$ cat src/design/upng_pkg.sv
// shared types, constants and checksum helpers for the png stream encoder
// no dependencies
package upng_pkg;

   localparam int MAX_SIDE = 128;
   localparam int SIDE_W   = 8;
   localparam int RAW_W    = 17;

   localparam logic [31:0] CRC_POLY  = 32'hEDB88320;
   localparam logic [31:0] ALL_ONES  = 32'hFFFFFFFF;
   localparam logic [16:0] ADLER_MOD = 17'd65521;
   localparam logic [15:0] BLOCK_MAX = 16'hFFFF;

   // input action codes
   localparam logic [1:0] ACT_START  = 2'd0;
   localparam logic [1:0] ACT_PIXEL  = 2'd1;
   localparam logic [1:0] ACT_FINISH = 2'd2;

   // work kinds passed from front to back
   localparam logic [1:0] KIND_START  = 2'd0;
   localparam logic [1:0] KIND_PIXEL  = 2'd1;
   localparam logic [1:0] KIND_FINISH = 2'd2;
   localparam logic [1:0] KIND_ERROR  = 2'd3;

   // configuration register indexes
   localparam logic REG_WIDTH  = 1'b0;
   localparam logic REG_HEIGHT = 1'b1;

   typedef struct packed {
      logic [1:0]        kind;
      logic              row_start;
      logic [31:0]       pixel;
      logic [SIDE_W-1:0] width;
      logic [SIDE_W-1:0] height;
      logic [RAW_W-1:0]  raw;
   } work_type;

   function automatic logic [31:0] crc_byte(input logic [31:0] c, input logic [7:0] b);
      logic [31:0] r;
      r = c ^ {24'd0, b};
      for (int i = 0; i < 8; i++) begin
         r = r[0] ? ((r >> 1) ^ CRC_POLY) : (r >> 1);
      end
      return r;
   endfunction

   function automatic logic [15:0] adler_add(input logic [15:0] a, input logic [15:0] b);
      logic [16:0] s;
      s = {1'b0, a} + {1'b0, b};
      if (s >= ADLER_MOD) begin
         s = s - ADLER_MOD;
      end
      return s[15:0];
   endfunction

endpackage

$ cat src/design/uncompressed_png_stream_encoder.sv
// top level of the png stream encoder (rgba8, zlib stored blocks)
// depends on upng_pkg, upng_front, upng_queue, upng_back
//
//   channel   dir  payload                                  beat taken when
//   req_*     in   tdata pixel_argb, tuser action           tvalid & tready
//   rsp_*     out  tdata out_byte, tlast run_last,          tvalid & tready
//                  tuser order_error
//   csr_*     in   image_width @0x0, image_height @0x4      psel & penable & pwrite
//
// one output byte per cycle, unless rsp_tready stalls it, from the back sequencer's
// output register; bytes per item: start 43, pixel 4 or 5 (9 or 10
// where a stored block header falls in it), finish 20, out-of-order item 1
// the front classifies and queues items one per cycle, unless the queue is full,
// into a two-entry queue; input is taken while the back still streams earlier bytes
// synchronous active-high reset; no clearing pass, the block is ready right after
// output stalls hold the byte register and back up through the queue to req_tready
module uncompressed_png_stream_encoder (
   input  logic        clock,
   input  logic        reset,
   // input stream
   input  logic        req_tvalid,
   output logic        req_tready,
   input  logic [31:0] req_tdata,   // [31:0] pixel_argb
   input  logic [1:0]  req_tuser,   // [1:0] action
   // result stream
   output logic        rsp_tvalid,
   input  logic        rsp_tready,
   output logic [7:0]  rsp_tdata,   // [7:0] out_byte
   output logic        rsp_tlast,   // run_last
   output logic        rsp_tuser,   // [0] order_error
   // configuration
   input  logic        csr_psel,
   input  logic        csr_penable,
   input  logic        csr_pwrite,
   input  logic [2:0]  csr_paddr,
   input  logic [31:0] csr_pwdata,
   output logic [31:0] csr_prdata,
   output logic        csr_pready
);
   import upng_pkg::*;

   logic [SIDE_W-1:0] width_ff, height_ff;
   logic              csr_wr;
   logic              q_full, q_push, q_valid, q_pop;
   work_type          q_entry, q_head;

   // register file, byte offset ignored
   assign csr_pready = 1'b1;
   assign csr_wr     = csr_psel && csr_penable && csr_pwrite;

   always_ff @(posedge clock) begin
      if (reset) begin
         width_ff  <= SIDE_W'(1);
         height_ff <= SIDE_W'(1);
      end else if (csr_wr) begin
         if (csr_paddr[2] == REG_WIDTH) begin
            width_ff <= csr_pwdata[SIDE_W-1:0];
         end else begin
            height_ff <= csr_pwdata[SIDE_W-1:0];
         end
      end
   end

   always_comb begin
      if (csr_paddr[2] == REG_HEIGHT) begin
         csr_prdata = {24'd0, height_ff};
      end else begin
         csr_prdata = {24'd0, width_ff};
      end
   end

   // front: classify and track rows/columns
   upng_front u_front (
      .clock      (clock),
      .reset      (reset),
      .req_tvalid (req_tvalid),
      .req_tready (req_tready),
      .req_action (req_tuser),
      .req_pixel  (req_tdata),
      .cfg_width  (width_ff),
      .cfg_height (height_ff),
      .q_full     (q_full),
      .q_push     (q_push),
      .q_entry    (q_entry)
   );

   // decoupling queue
   upng_queue u_queue (
      .clock      (clock),
      .reset      (reset),
      .push       (q_push),
      .push_entry (q_entry),
      .full       (q_full),
      .pop        (q_pop),
      .valid      (q_valid),
      .head       (q_head)
   );

   // back: byte sequencer and checksums
   upng_back u_back (
      .clock      (clock),
      .reset      (reset),
      .q_valid    (q_valid),
      .q_head     (q_head),
      .q_pop      (q_pop),
      .rsp_tvalid (rsp_tvalid),
      .rsp_tready (rsp_tready),
      .rsp_tdata  (rsp_tdata),
      .rsp_tlast  (rsp_tlast),
      .rsp_tuser  (rsp_tuser)
   );

endmodule

$ cat src/design/upng_front.sv
// front part: classifies input beats, tracks image position, fills the work queue
// depends on upng_pkg
module upng_front (
   input  logic                   clock,
   input  logic                   reset,
   input  logic                   req_tvalid,
   output logic                   req_tready,
   input  logic [1:0]             req_action,
   input  logic [31:0]            req_pixel,
   input  logic [upng_pkg::SIDE_W-1:0] cfg_width,
   input  logic [upng_pkg::SIDE_W-1:0] cfg_height,
   input  logic                   q_full,
   output logic                   q_push,
   output upng_pkg::work_type     q_entry
);
   import upng_pkg::*;

   localparam logic [1:0] PH_IDLE = 2'd0;
   localparam logic [1:0] PH_TAKE = 2'd1;
   localparam logic [1:0] PH_DONE = 2'd2;

   logic [1:0]        phase_ff, phase_in;
   logic [SIDE_W-1:0] col_ff, col_in;
   logic [SIDE_W-1:0] row_ff, row_in;
   logic [SIDE_W-1:0] latw_ff, latw_in;
   logic [SIDE_W-1:0] lath_ff, lath_in;
   logic [SIDE_W-1:0] cw, ch;
   logic [SIDE_W:0]   col_next, row_next;

   function automatic logic [SIDE_W-1:0] clamp_side(input logic [SIDE_W-1:0] v);
      if (v == '0) begin
         return SIDE_W'(1);
      end
      if ({1'b0, v} > (SIDE_W+1)'(MAX_SIDE)) begin
         return SIDE_W'(MAX_SIDE);
      end
      return v;
   endfunction

   assign req_tready = !q_full;
   assign q_push     = req_tvalid && !q_full;
   assign cw         = clamp_side(cfg_width);
   assign ch         = clamp_side(cfg_height);
   assign col_next   = {1'b0, col_ff} + 1'b1;
   assign row_next   = {1'b0, row_ff} + 1'b1;

   always_comb begin
      q_entry           = '0;
      q_entry.pixel     = req_pixel;
      q_entry.row_start = (col_ff == '0);
      q_entry.width     = cw;
      q_entry.height    = ch;
      // raw payload bytes: rows times (filter byte plus four per pixel)
      q_entry.raw       = RAW_W'(ch) * (RAW_W'({cw, 2'b00}) + RAW_W'(1));
      phase_in          = phase_ff;
      col_in            = col_ff;
      row_in            = row_ff;
      latw_in           = latw_ff;
      lath_in           = lath_ff;
      if (req_action == ACT_START && phase_ff == PH_IDLE) begin
         q_entry.kind = KIND_START;
         phase_in     = PH_TAKE;
         col_in       = '0;
         row_in       = '0;
         latw_in      = cw;
         lath_in      = ch;
      end else if (req_action == ACT_PIXEL && phase_ff == PH_TAKE) begin
         q_entry.kind = KIND_PIXEL;
         col_in       = col_next[SIDE_W-1:0];
         if (col_next >= {1'b0, latw_ff}) begin
            col_in = '0;
            row_in = row_next[SIDE_W-1:0];
            if (row_next >= {1'b0, lath_ff}) begin
               phase_in = PH_DONE;
            end
         end
      end else if (req_action == ACT_FINISH && phase_ff == PH_DONE) begin
         q_entry.kind = KIND_FINISH;
         phase_in     = PH_IDLE;
         col_in       = '0;
         row_in       = '0;
      end else begin
         q_entry.kind = KIND_ERROR;
      end
   end

   always_ff @(posedge clock) begin
      if (reset) begin
         phase_ff <= PH_IDLE;
         col_ff   <= '0;
         row_ff   <= '0;
         latw_ff  <= '0;
         lath_ff  <= '0;
      end else if (q_push) begin
         phase_ff <= phase_in;
         col_ff   <= col_in;
         row_ff   <= row_in;
         latw_ff  <= latw_in;
         lath_ff  <= lath_in;
      end
   end

endmodule

$ cat src/design/upng_queue.sv
// two-entry work queue between the front and back parts
// depends on upng_pkg
module upng_queue (
   input  logic               clock,
   input  logic               reset,
   input  logic               push,
   input  upng_pkg::work_type push_entry,
   output logic               full,
   input  logic               pop,
   output logic               valid,
   output upng_pkg::work_type head
);
   import upng_pkg::*;

   work_type   mem_ff [2];
   logic       wr_ff, rd_ff;
   logic [1:0] count_ff;

   assign full  = (count_ff == 2'd2);
   assign valid = (count_ff != 2'd0);
   assign head  = mem_ff[rd_ff];

   always_ff @(posedge clock) begin
      if (push) begin
         mem_ff[wr_ff] <= push_entry;
      end
   end

   always_ff @(posedge clock) begin
      if (reset) begin
         wr_ff    <= 1'b0;
         rd_ff    <= 1'b0;
         count_ff <= 2'd0;
      end else begin
         if (push) begin
            wr_ff <= !wr_ff;
         end
         if (pop) begin
            rd_ff <= !rd_ff;
         end
         count_ff <= count_ff + {1'b0, push} - {1'b0, pop};
      end
   end

endmodule

$ cat src/design/upng_back.sv
// back part: byte sequencer with crc-32, adler-32 and stored block framing
// depends on upng_pkg
module upng_back (
   input  logic               clock,
   input  logic               reset,
   input  logic               q_valid,
   input  upng_pkg::work_type q_head,
   output logic               q_pop,
   output logic               rsp_tvalid,
   input  logic               rsp_tready,
   output logic [7:0]         rsp_tdata,
   output logic               rsp_tlast,
   output logic               rsp_tuser
);
   import upng_pkg::*;

   logic              adv;
   logic [5:0]        step_ff, step_in;
   logic              hact_ff, hact_in;
   logic [2:0]        hpos_ff, hpos_in;
   logic [15:0]       len_ff, len_in;
   logic              fin_ff, fin_in;
   logic [31:0]       crc_ff, crc_in;
   logic [15:0]       alo_ff, alo_in, ahi_ff, ahi_in;
   logic [15:0]       blk_ff, blk_in;
   logic [RAW_W-1:0]  rawl_ff, rawl_in;
   logic              ov_ff;
   logic [7:0]        ob_ff, byte_c;
   logic              ol_ff, oe_ff, last_c, err_c, chk_c;
   logic [31:0]       seed_c, crcx, adl, idat_len;
   logic [2:0]        ridx, hp;
   logic [15:0]       lenv, nlen, alo_n;
   logic              finv;
   logic [1:0]        blocks;

   assign adv        = q_valid && (!ov_ff || rsp_tready);
   assign q_pop      = adv && last_c;
   assign rsp_tvalid = ov_ff;
   assign rsp_tdata  = ob_ff;
   assign rsp_tlast  = ol_ff;
   assign rsp_tuser  = oe_ff;
   assign crcx       = crc_ff ^ ALL_ONES;
   assign adl        = {ahi_ff, alo_ff};
   assign blocks     = (q_head.raw <= RAW_W'(BLOCK_MAX)) ? 2'd1 :
                       (q_head.raw <= RAW_W'(2 * 65535)) ? 2'd2 : 2'd3;
   assign idat_len   = 32'(q_head.raw) + 32'd6 + 32'(blocks) * 32'd5;

   always_comb begin
      step_in = step_ff;
      hact_in = hact_ff;
      hpos_in = hpos_ff;
      len_in  = len_ff;
      fin_in  = fin_ff;
      crc_in  = crc_ff;
      alo_in  = alo_ff;
      ahi_in  = ahi_ff;
      blk_in  = blk_ff;
      rawl_in = rawl_ff;
      byte_c  = 8'd0;
      last_c  = 1'b0;
      err_c   = 1'b0;
      chk_c   = 1'b0;
      seed_c  = crc_ff;
      ridx    = step_ff[2:0] + {2'b0, !q_head.row_start};
      lenv    = (rawl_ff > RAW_W'(BLOCK_MAX)) ? BLOCK_MAX : rawl_ff[15:0];
      finv    = (RAW_W'(lenv) == rawl_ff);
      hp      = 3'd0;
      nlen    = 16'd0;
      alo_n   = alo_ff;
      case (q_head.kind)
         KIND_START: begin
            case (step_ff)
               6'd0:  byte_c = 8'h89;
               6'd1:  byte_c = 8'h50;
               6'd2:  byte_c = 8'h4E;
               6'd3:  byte_c = 8'h47;
               6'd4:  byte_c = 8'h0D;
               6'd5:  byte_c = 8'h0A;
               6'd6:  byte_c = 8'h1A;
               6'd7:  byte_c = 8'h0A;
               6'd11: byte_c = 8'h0D;
               6'd12: byte_c = 8'h49;
               6'd13: byte_c = 8'h48;
               6'd14: byte_c = 8'h44;
               6'd15: byte_c = 8'h52;
               6'd19: byte_c = q_head.width;
               6'd23: byte_c = q_head.height;
               6'd24: byte_c = 8'h08;
               6'd25: byte_c = 8'h06;
               6'd29: byte_c = crcx[31:24];
               6'd30: byte_c = crcx[23:16];
               6'd31: byte_c = crcx[15:8];
               6'd32: byte_c = crcx[7:0];
               6'd33: byte_c = idat_len[31:24];
               6'd34: byte_c = idat_len[23:16];
               6'd35: byte_c = idat_len[15:8];
               6'd36: byte_c = idat_len[7:0];
               6'd37: byte_c = 8'h49;
               6'd38: byte_c = 8'h44;
               6'd39: byte_c = 8'h41;
               6'd40: byte_c = 8'h54;
               6'd41: byte_c = 8'h78;
               6'd42: byte_c = 8'h01;
               default: byte_c = 8'h00;
            endcase
            chk_c = (step_ff >= 6'd12 && step_ff <= 6'd28) || (step_ff >= 6'd37);
            if (step_ff == 6'd12 || step_ff == 6'd37) begin
               seed_c = ALL_ONES;
            end
            last_c  = (step_ff == 6'd42);
            step_in = step_ff + 6'd1;
            if (last_c) begin
               alo_in  = 16'd1;
               ahi_in  = 16'd0;
               blk_in  = 16'd0;
               rawl_in = q_head.raw;
               hact_in = 1'b0;
            end
         end
         KIND_PIXEL: begin
            chk_c = 1'b1;
            if (hact_ff || (blk_ff == 16'd0 && rawl_ff != '0)) begin
               // stored block header: final flag, len, nlen
               hp = hact_ff ? hpos_ff : 3'd0;
               if (!hact_ff) begin
                  len_in = lenv;
                  fin_in = finv;
               end
               nlen = ~len_in;
               case (hp)
                  3'd0:    byte_c = {7'd0, fin_in};
                  3'd1:    byte_c = len_in[7:0];
                  3'd2:    byte_c = len_in[15:8];
                  3'd3:    byte_c = nlen[7:0];
                  default: byte_c = nlen[15:8];
               endcase
               if (hp == 3'd4) begin
                  hact_in = 1'b0;
                  blk_in  = len_in;
               end else begin
                  hact_in = 1'b1;
                  hpos_in = hp + 3'd1;
               end
            end else begin
               case (ridx)
                  3'd1:    byte_c = q_head.pixel[23:16];
                  3'd2:    byte_c = q_head.pixel[15:8];
                  3'd3:    byte_c = q_head.pixel[7:0];
                  3'd4:    byte_c = q_head.pixel[31:24];
                  default: byte_c = 8'h00;
               endcase
               alo_n  = adler_add(alo_ff, {8'd0, byte_c});
               alo_in = alo_n;
               ahi_in = adler_add(ahi_ff, alo_n);
               if (blk_ff != 16'd0) begin
                  blk_in = blk_ff - 16'd1;
               end
               if (rawl_ff != '0) begin
                  rawl_in = rawl_ff - 1'b1;
               end
               step_in = step_ff + 6'd1;
               last_c  = (ridx == 3'd4);
            end
         end
         KIND_FINISH: begin
            case (step_ff)
               6'd0:  byte_c = adl[31:24];
               6'd1:  byte_c = adl[23:16];
               6'd2:  byte_c = adl[15:8];
               6'd3:  byte_c = adl[7:0];
               6'd4:  byte_c = crcx[31:24];
               6'd5:  byte_c = crcx[23:16];
               6'd6:  byte_c = crcx[15:8];
               6'd7:  byte_c = crcx[7:0];
               6'd12: byte_c = 8'h49;
               6'd13: byte_c = 8'h45;
               6'd14: byte_c = 8'h4E;
               6'd15: byte_c = 8'h44;
               6'd16: byte_c = 8'hAE;
               6'd17: byte_c = 8'h42;
               6'd18: byte_c = 8'h60;
               6'd19: byte_c = 8'h82;
               default: byte_c = 8'h00;
            endcase
            chk_c   = (step_ff <= 6'd3);
            last_c  = (step_ff == 6'd19);
            step_in = step_ff + 6'd1;
         end
         default: begin
            last_c = 1'b1;
            err_c  = 1'b1;
         end
      endcase
      if (chk_c) begin
         crc_in = crc_byte(seed_c, byte_c);
      end
      if (last_c) begin
         step_in = 6'd0;
         if (q_head.kind == KIND_FINISH) begin
            crc_in  = ALL_ONES;
            alo_in  = 16'd1;
            ahi_in  = 16'd0;
            blk_in  = 16'd0;
            rawl_in = '0;
            hact_in = 1'b0;
         end
      end
   end

   always_ff @(posedge clock) begin
      if (reset) begin
         step_ff <= 6'd0;
         hact_ff <= 1'b0;
         hpos_ff <= 3'd0;
         crc_ff  <= ALL_ONES;
         alo_ff  <= 16'd1;
         ahi_ff  <= 16'd0;
         blk_ff  <= 16'd0;
         rawl_ff <= '0;
         ov_ff   <= 1'b0;
      end else if (adv) begin
         step_ff <= step_in;
         hact_ff <= hact_in;
         hpos_ff <= hpos_in;
         crc_ff  <= crc_in;
         alo_ff  <= alo_in;
         ahi_ff  <= ahi_in;
         blk_ff  <= blk_in;
         rawl_ff <= rawl_in;
         ov_ff   <= 1'b1;
      end else if (rsp_tready) begin
         ov_ff <= 1'b0;
      end
   end

   always_ff @(posedge clock) begin
      if (adv) begin
         ob_ff  <= byte_c;
         ol_ff  <= last_c;
         oe_ff  <= err_c;
         len_ff <= len_in;
         fin_ff <= fin_in;
      end
   end

   a_hdr_only_when_block_empty: assert property (@(posedge clock) disable iff (reset)
      hact_ff |-> (blk_ff == 16'd0))
      else $error("block header active with bytes left in block");

   a_block_within_raw: assert property (@(posedge clock) disable iff (reset)
      RAW_W'(blk_ff) <= rawl_ff)
      else $error("block count exceeds remaining raw bytes");

   a_error_beat_form: assert property (@(posedge clock) disable iff (reset)
      (ov_ff && oe_ff) |-> (ob_ff == 8'd0 && ol_ff))
      else $error("error beat must carry zero byte and last");

   a_pop_on_last: assert property (@(posedge clock) disable iff (reset)
      q_pop |=> (ov_ff && ol_ff))
      else $error("queue pop without last beat loaded");

endmodule
$ cat config.mk
export PLATFORM = sky130hd
export DESIGN_NAME = uncompressed_png_stream_encoder
export DESIGN_NICKNAME = d
export VERILOG_FILES = /design/src/design/upng_pkg.sv /design/src/design/uncompressed_png_stream_encoder.sv /design/src/design/upng_front.sv /design/src/design/upng_queue.sv /design/src/design/upng_back.sv
export SDC_FILE = /design/constraint.sdc
export NUM_CORES = 1
export LEC_CHECK = 0
export ABC_AREA = 1
export ABC_CLOCK_PERIOD_IN_PS = 9780
export BUFFER_PORTS_ARGS = -buffer_cell sky130_fd_sc_hd__buf_4
export CAP_MARGIN = 5
export CORE_AREA = 4 4 277 279
export DETAILED_ROUTE_END_ITERATION = 10
export DIE_AREA = 0 0 281 283
export HOLD_SLACK_MARGIN = 0.08
export MAX_ROUTING_LAYER = met4
export SLEW_MARGIN = 20
export SYNTH_ARGS = -nofsm -noshare
export SYNTH_HDL_FRONTEND = slang
export SYNTH_HIERARCHICAL = 1
export SYNTH_SLANG_ARGS = --single-unit
$ cat constraint.sdc
create_clock -name clock -period 9.78 [get_ports clock]
set_clock_uncertainty 0.15 [all_clocks]
set_input_delay 0.489 -clock clock [delete_from_list [all_inputs] [get_ports clock]]
set_output_delay 0.489 -clock clock [all_outputs]
set_load 0.01 [all_outputs]
==> results of run 1 <==
-- worst min path at each step --
stage | startpoint | endpoint | slack, ns | depth (start not counted)
after global placement | u_back/hpos_ff[1] | u_back/hpos_ff[1] | 0.30 | 2
after CTS | csr_pwdata[4] | width_ff[4] | 0.09 | 5
after detailed placement | u_front/lath_ff[7] | u_front/lath_ff[7] | 0.31 | 2
after global routing | csr_pwdata[4] | height_ff[4] | 0.14 | 5
final | csr_pwdata[4] | height_ff[4] | 0.11 | 5
after floorplan | u_front/lath_ff[6] | u_front/lath_ff[6] | 0.29 | 2
-- metal layers --
metal	part of all wire (%)	vias to the layer above	routed length, um	GRT usage (%)
met4	3.2	0	2539	6.537
met3	5.9	125	4742	2.503
li1	-	11850	-	-
met2	47	784	37410	32.20
met1	44	10980	35320	26.53
met5	0	-	0	-
-- power breakdown --
group          switching (uW)  leakage (uW)  internal [uW]
logic                    4020       0.00933           1890
registers                 279       0.00286           1760
clock network             623      0.000665            927
total                    4930        0.0129           4580
-- cells in the final DEF, fill, tap and decap left out, drive strengths merged, types with 18 or more instances in the layout --
cell	instances
nand2	1030
inv	455
nor2	362
nand3	283
a21oi	240
o21ai	166
edfxtp	163
dfxtp	163
ha	114
buf	85
nand4	79
mux2	68
xor2	64
clkbuf	55
fa	43
dlygate4sd3	39
nor3	36
conb	25
o22ai	19
o211ai	18
-- worst register-to-register path: cells and delay by family (launching register included) --
family | cells | cell delay (ns)
and+or+nand+nor | 29 | 5.05
adders and majority gates | 4 | 1.11
AOI/OAI and AO/OA | 5 | 0.85
buffers and inverters | 5 | 0.47
xor gates and xnor gates | 1 | 0.38
DFF | 1 | 0.34
muxes | 1 | 0.28
-- flip-flops by register name (all words and copies together) (netlist names), 16 cells and up, named ones only --
signal / count
u_back/len_ff: 16
u_queue/mem_ff: 136
u_back/crc_ff: 32
u_back/blk_ff: 16
u_back/rawl_ff: 17
u_back/ahi_ff: 16
u_back/alo_ff: 16
-- cell type report --
type	count	area, um2	share of cell area (%)
antenna	2	5.005	0.01759
clock buffer	55	1132	3.981
clock inverter	18	250.2	0.8797
inverter	462	1752	6.158
multi-input combinational	2681	14900	52.39
sequential	326	8162	28.69
tap	969	1212	4.262
timing repair buffer	124	1028	3.616
-- per-stage QoR --
stage / hold WS [ns] / area (um2)
after floorplan: 0.2853 / 25820
after CTS: 0.08591 / 28440
after detailed placement: 0.3067 / 26670
final: 0.1072 / 28440
after global routing: 0.1405 / 28440
after global placement: 0.3003 / 26670
-- kinds of logic after synthesis --
logic type / after synthesis
AOI/OAI and AO/OA: 512
xor gates and xnor gates: 78
adders and majority gates: 157
buffers and inverters: 633
DFF: 326
muxes: 68
other: 2
and+or+nand+nor: 1841
-- repair_timing --
| action | CTS | global route |
|---|---|---|
| hold buffers | 39 | 0 |
| endpoints found under the hold margin | 75 | 0 |
| setup endpoints to repair | 0 | 0 |
==> metrics, run 1 <==
Final Core Density 38.34%; global-route wire length before repair 124.5 mm; Setup WS pre-CTS 0.9635 ns; mux contribution to synthesized area 3.267%; die height 283 um; # setup viols final 0; largest net degree at the start of global routing 69; endpoint class of the critical path register; layout cell share with drive strength beyond 1 10.17%; GP Congestion 0.9499; CTS sink cnt 326; Synth Area in Compound Gates 11.09%; final hold violations 0; Synth area leader edfxtp_1; synth top area cells edfxtp_1 (19%), nand2_1 (14%), dfxtp_1 (13%), inv_1 (6.2%), ha_1 (5.5%); setup_tns 0 ns; Non-Filler Instances 4637; asr flop ratio synth 0%; CP top delay family simple AND/OR/NAND/NOR gates; CTS resizes 0; H-Tree Depth 2; maximum fanout along the worst path 17; Post-Synth Adder-Cell Area 8.887%; root buf cell clkbuf_16; # nets final 3868; slowest CP cell nor3_2; Synth top area share 19.02%; final slew viol count 0; CP most frequent cell nand2_1; most common cell in the netlist nand2_1; cell row count 100; Slew @ Worst Pin 1.169 ns; simple-gate area share of the yosys netlist 31.57%; Residual DRC 0; DR iter-0 viols 2014; top post-synthesis cells by count nand2_1 (981), inv_1 (426), nor2_1 (333), nand3_1 (267), a21oi_1 (239); sequential fraction of the synthesis area 31.70%; Mapped Area 0.02574 mm2; Remaining Overflow, GRT 0; largest family of logic cells by synthesized area simple AND/OR/NAND/NOR gates; CTS max path bufs 3; RSZ-0062 raised after global routing no; Die X 281 um; worst hold path class in -> reg; WL/cell 17.26 um; library cells used by synthesis 67; CP startpoint kind register; xor/xnor share of the synthesized area 2.654%; Pwr Total 9504 uW; Core ar. 0.07420 mm2; Max Clk Rate 113.9 MHz; pwr dens 334.1 mW/mm2; Final ANT Viol Nets 0; Critical Path RT 10.04 ns; Avg Vias per Cell 5.118; max cap viols 0; CTS tree built; number of port buffers 69; instance count on the critical path 45; Final Cycle Share 89.76%; worst path bufs/invs 5; r2r worst-path depth 45; Worst R2R End u_back/ahi_ff[6]; filler cell count 7812; Worst VDD drop 164.5 uV; Max-slew headroom 21.91%; number of global-route vias before repair 21980; status completed; Post-synth EDFFs 163; minimum clock period 8.779 ns; number of synthesis warnings 6; HPWL after DPL 59.60 mm; clock transition at the registers of the reported paths 0.06 ns; TritonCTS buffer count 40; Post-synth top flop edfxtp_1; Post-Place Cells 4523; layout overhead on the synthesized area 10.53%; Setup crit end u_back/ahi_ff[6]; number of cells produced by synthesis 3617; DRT Pass-1 Iters 6; die area 0.07952 mm2; total number of vias 23730; initial antenna violation count 2; static leakage 0.01286 uW; latest clock arrival within the worst-skew pair 0.58 ns; gr usage total 20.13%; Crit Path Class reg -> reg; CP arrival 9.04 ns; IO Count 121; Avg Cell Area, Syn 7.115 um2; DRT Wirelength 80.01 mm; Worst path max stage delay 0.53 ns; Post-CTS Setup Inserts 0; final worst setup slack 1.001 ns; Reg2Reg Setup Slack 1.00 ns; Initial Util 34.69%; register bit total from synthesis 326
Note: power is estimated with default switching activity, not from simulation.
==> run 2: changes to the inputs <==
- ABC_AREA: 1 -> unset
- CORE_AREA: 4 4 277 279 -> 4 4 264 266
- DIE_AREA: 0 0 281 283 -> 0 0 268 270
==> run 2 against run 1 <==
Register-to-register slack got worse by 0.31 ns. Routed wire length decreased by 12%. Via count decreased by 19%. Synthesized cell count decreased by 29%. Synthesized area decreased by 9.3%. Global-route usage decreased by 0.63 points. Flip-flop and latch count unchanged. Final area decreased by 8.7%. Combinational power decreased by 35%. Worst hold slack improved by 0.022 ns. Largest cell class unchanged.
==> metrics, run 2 <==
pwr dens 278.5 mW/mm2; Final Core Density 38.74%; die height 270 um; layout cell share with drive strength beyond 1 12.47%; DR iter-0 viols 1766; static leakage 0.01010 uW; # setup viols final 0; register bit total from synthesis 326; sequential fraction of the synthesis area 34.94%; Avg Cell Area, Syn 9.124 um2; Critical Path RT 10.04 ns; Top reg by flops u_queue/mem_ff; filler cell count 6746; Final Cycle Share 92.95%; Post-synth EDFFs 163; Initial Util 34.83%; Synth top area share 20.96%; Crit Path Class reg -> reg; most common cell in the netlist nor2_1; global-route wire length before repair 109.1 mm; number of cells produced by synthesis 2559; sequential cell area 0.008162 mm2; GP Congestion 0.9362; final slew viol count 0; WL/cell 20.24 um; root buf cell clkbuf_16; number of port buffers 69; IO Count 121; Reg2Reg Setup Slack 0.69 ns; largest net degree at the start of global routing 69; worst hold path class in -> reg; TritonCTS buffer count 38; top post-synthesis cells by count nor2_1 (306), nand2_1 (189), dfxtp_1 (163), edfxtp_1 (163), inv_1 (162); CTS tree built; final hold violations 0; CP most frequent cell ha_1; Max-slew headroom 23.76%; CP arrival 9.35 ns; Worst VDD drop 268.2 uV; library cells used by synthesis 114; Core ar. 0.06704 mm2; layout overhead on the synthesized area 11.24%; total number of vias 19310; Setup crit end u_back/ahi_ff[0]; # nets final 2809; synth top area cells edfxtp_1 (21%), dfxtp_1 (14%), ha_1 (6.1%), nor2_1 (4.9%), fa_1 (3.7%); H-Tree Depth 2; number of synthesis warnings 6; Worst path max stage delay 0.52 ns; Final ANT Viol Nets 0; RSZ-0062 raised after global routing no; die area 0.07236 mm2; Mapped Area 0.02335 mm2; clock transition at the registers of the reported paths 0.06 ns; CP startpoint kind register; area occupied by multi-input gates 0.01367 mm2; cell row count 95; most frequent cells in the layout nor2_1 (305), nand2_1 (189), edfxtp_1 (163); number of global-route vias before repair 18780; Post-CTS Setup Inserts 0; most common cell after layout, fill and taps aside nor2_1; CTS max path bufs 3; number of diodes 0; HPWL after DPL 50.74 mm; slowest CP cell a2111oi_0; Die X 268 um; Avg Vias per Cell 5.550; Worst R2R End u_back/ahi_ff[0]; initial antenna violation count 0; Pwr Total 7233 uW; max reg flops 136; Residual DRC 0; status completed; r2r worst-path depth 35; DRT Wirelength 70.40 mm; DRT Pass-1 Iters 5; endpoint class of the critical path register; maximum fanout along the worst path 12; Post-synth top flop edfxtp_1; max cap viols 0; DP Area 0.02428 mm2; Synth area leader edfxtp_1; Remaining Overflow, GRT 0; setup_tns 0 ns; asr flop ratio synth 0%; Max Clk Rate 110.0 MHz; latest clock arrival within the worst-skew pair 0.57 ns; Final Cell Area 0.02597 mm2; Slew @ Worst Pin 1.135 ns; CTS sink cnt 326; minimum clock period 9.090 ns; top flop regs u_queue/mem_ff (136), u_back/crc_ff (32), u_back/rawl_ff (17); gr usage total 19.49%
run 2: how the worst min path moves through the flow:
stage | start | endpoint | slack [ns] | depth (start not counted)
4_1_cts | reset | u_back/alo_ff[15] | 0.08 | 2
5_1_grt | reset | u_back/alo_ff[9] | 0.11 | 2
3_3_place_gp | u_front/latw_ff[7] | u_front/latw_ff[7] | 0.30 | 2
3_5_place_dp | u_front/lath_ff[7] | u_front/lath_ff[7] | 0.31 | 2
2_1_floorplan | u_front/lath_ff[7] | u_front/lath_ff[7] | 0.29 | 2
6_report | req_tuser[1] | u_front/latw_ff[7] | 0.13 | 4
run 2: timing repair:
item	4_1_cts	5_1_grt
hold endpoints to repair	80	0
endpoints found under the setup margin	0	4
hold buffers	40	0
resized for setup	0	5
run 2: kinds of logic after synthesis:
group | after synthesis | share of synthesized area (%)
multiplexers | 119 | 5.932
other | 2 | 0.03216
buffers and inverters | 349 | 7.052
AND/OR/NAND/NOR | 845 | 17.81
flip-flops | 326 | 34.94
adder cells (fa/ha/maj) | 156 | 9.742
XOR/XNOR | 169 | 7.406
AO/OA/AOI/OAI | 593 | 17.08
run 2: layer usage:
metal  wire, um  up-vias  GRT usage, %  part of all wire (%)
met5          0        -             -                     0
met4       2295        0         6.348                   3.3
met3       4409      139         2.615                   6.3
met2      32270      716         30.21                    46
met1      31430     9388         26.44                    45
li1           -     9066             -                     -
run 2: power breakdown:
part           internal (uW)  leakage, uW  switching, uW
clock                    862     0.000623            593
combinational           1510      0.00665           2350
sequential              1690      0.00282            218
run 2: area by class of cell:
class | instances | area share, %
clock inverters | 16 | 0.6840
repair buffers | 141 | 4.509
multi-input cells | 1907 | 52.63
well taps | 873 | 4.205
inverters | 163 | 2.356
flip-flops and latches | 326 | 31.42
clock buffers | 53 | 4.196
run 2: critical path, delay by kind of cell, from the launching register on:
| family | cells | cell delay [ns] |
|---|---|---|
| compound gates | 9 | 2.23 |
| xor+xnor | 4 | 1.11 |
| fa+ha+maj | 5 | 1.38 |
| buf+inv | 5 | 0.72 |
| flops | 1 | 0.35 |
| mux | 1 | 0.23 |
| simple gates | 11 | 2.75 |
run 2: metrics by stage:
| stage | worst slack [ns] | hold slack [ns] | std cells |
|---|---|---|---|
| finish | 0.6898 | 0.1288 | 3479 |
| global route | 0.05878 | 0.1064 | 3479 |
| CTS | 0.4355 | 0.08106 | 3479 |
| detailed placement | 0.4990 | 0.3075 | 3370 |
| global placement | 0.6694 | 0.2953 | 3370 |
| floorplan | 1.753 | 0.2863 | 2582 |
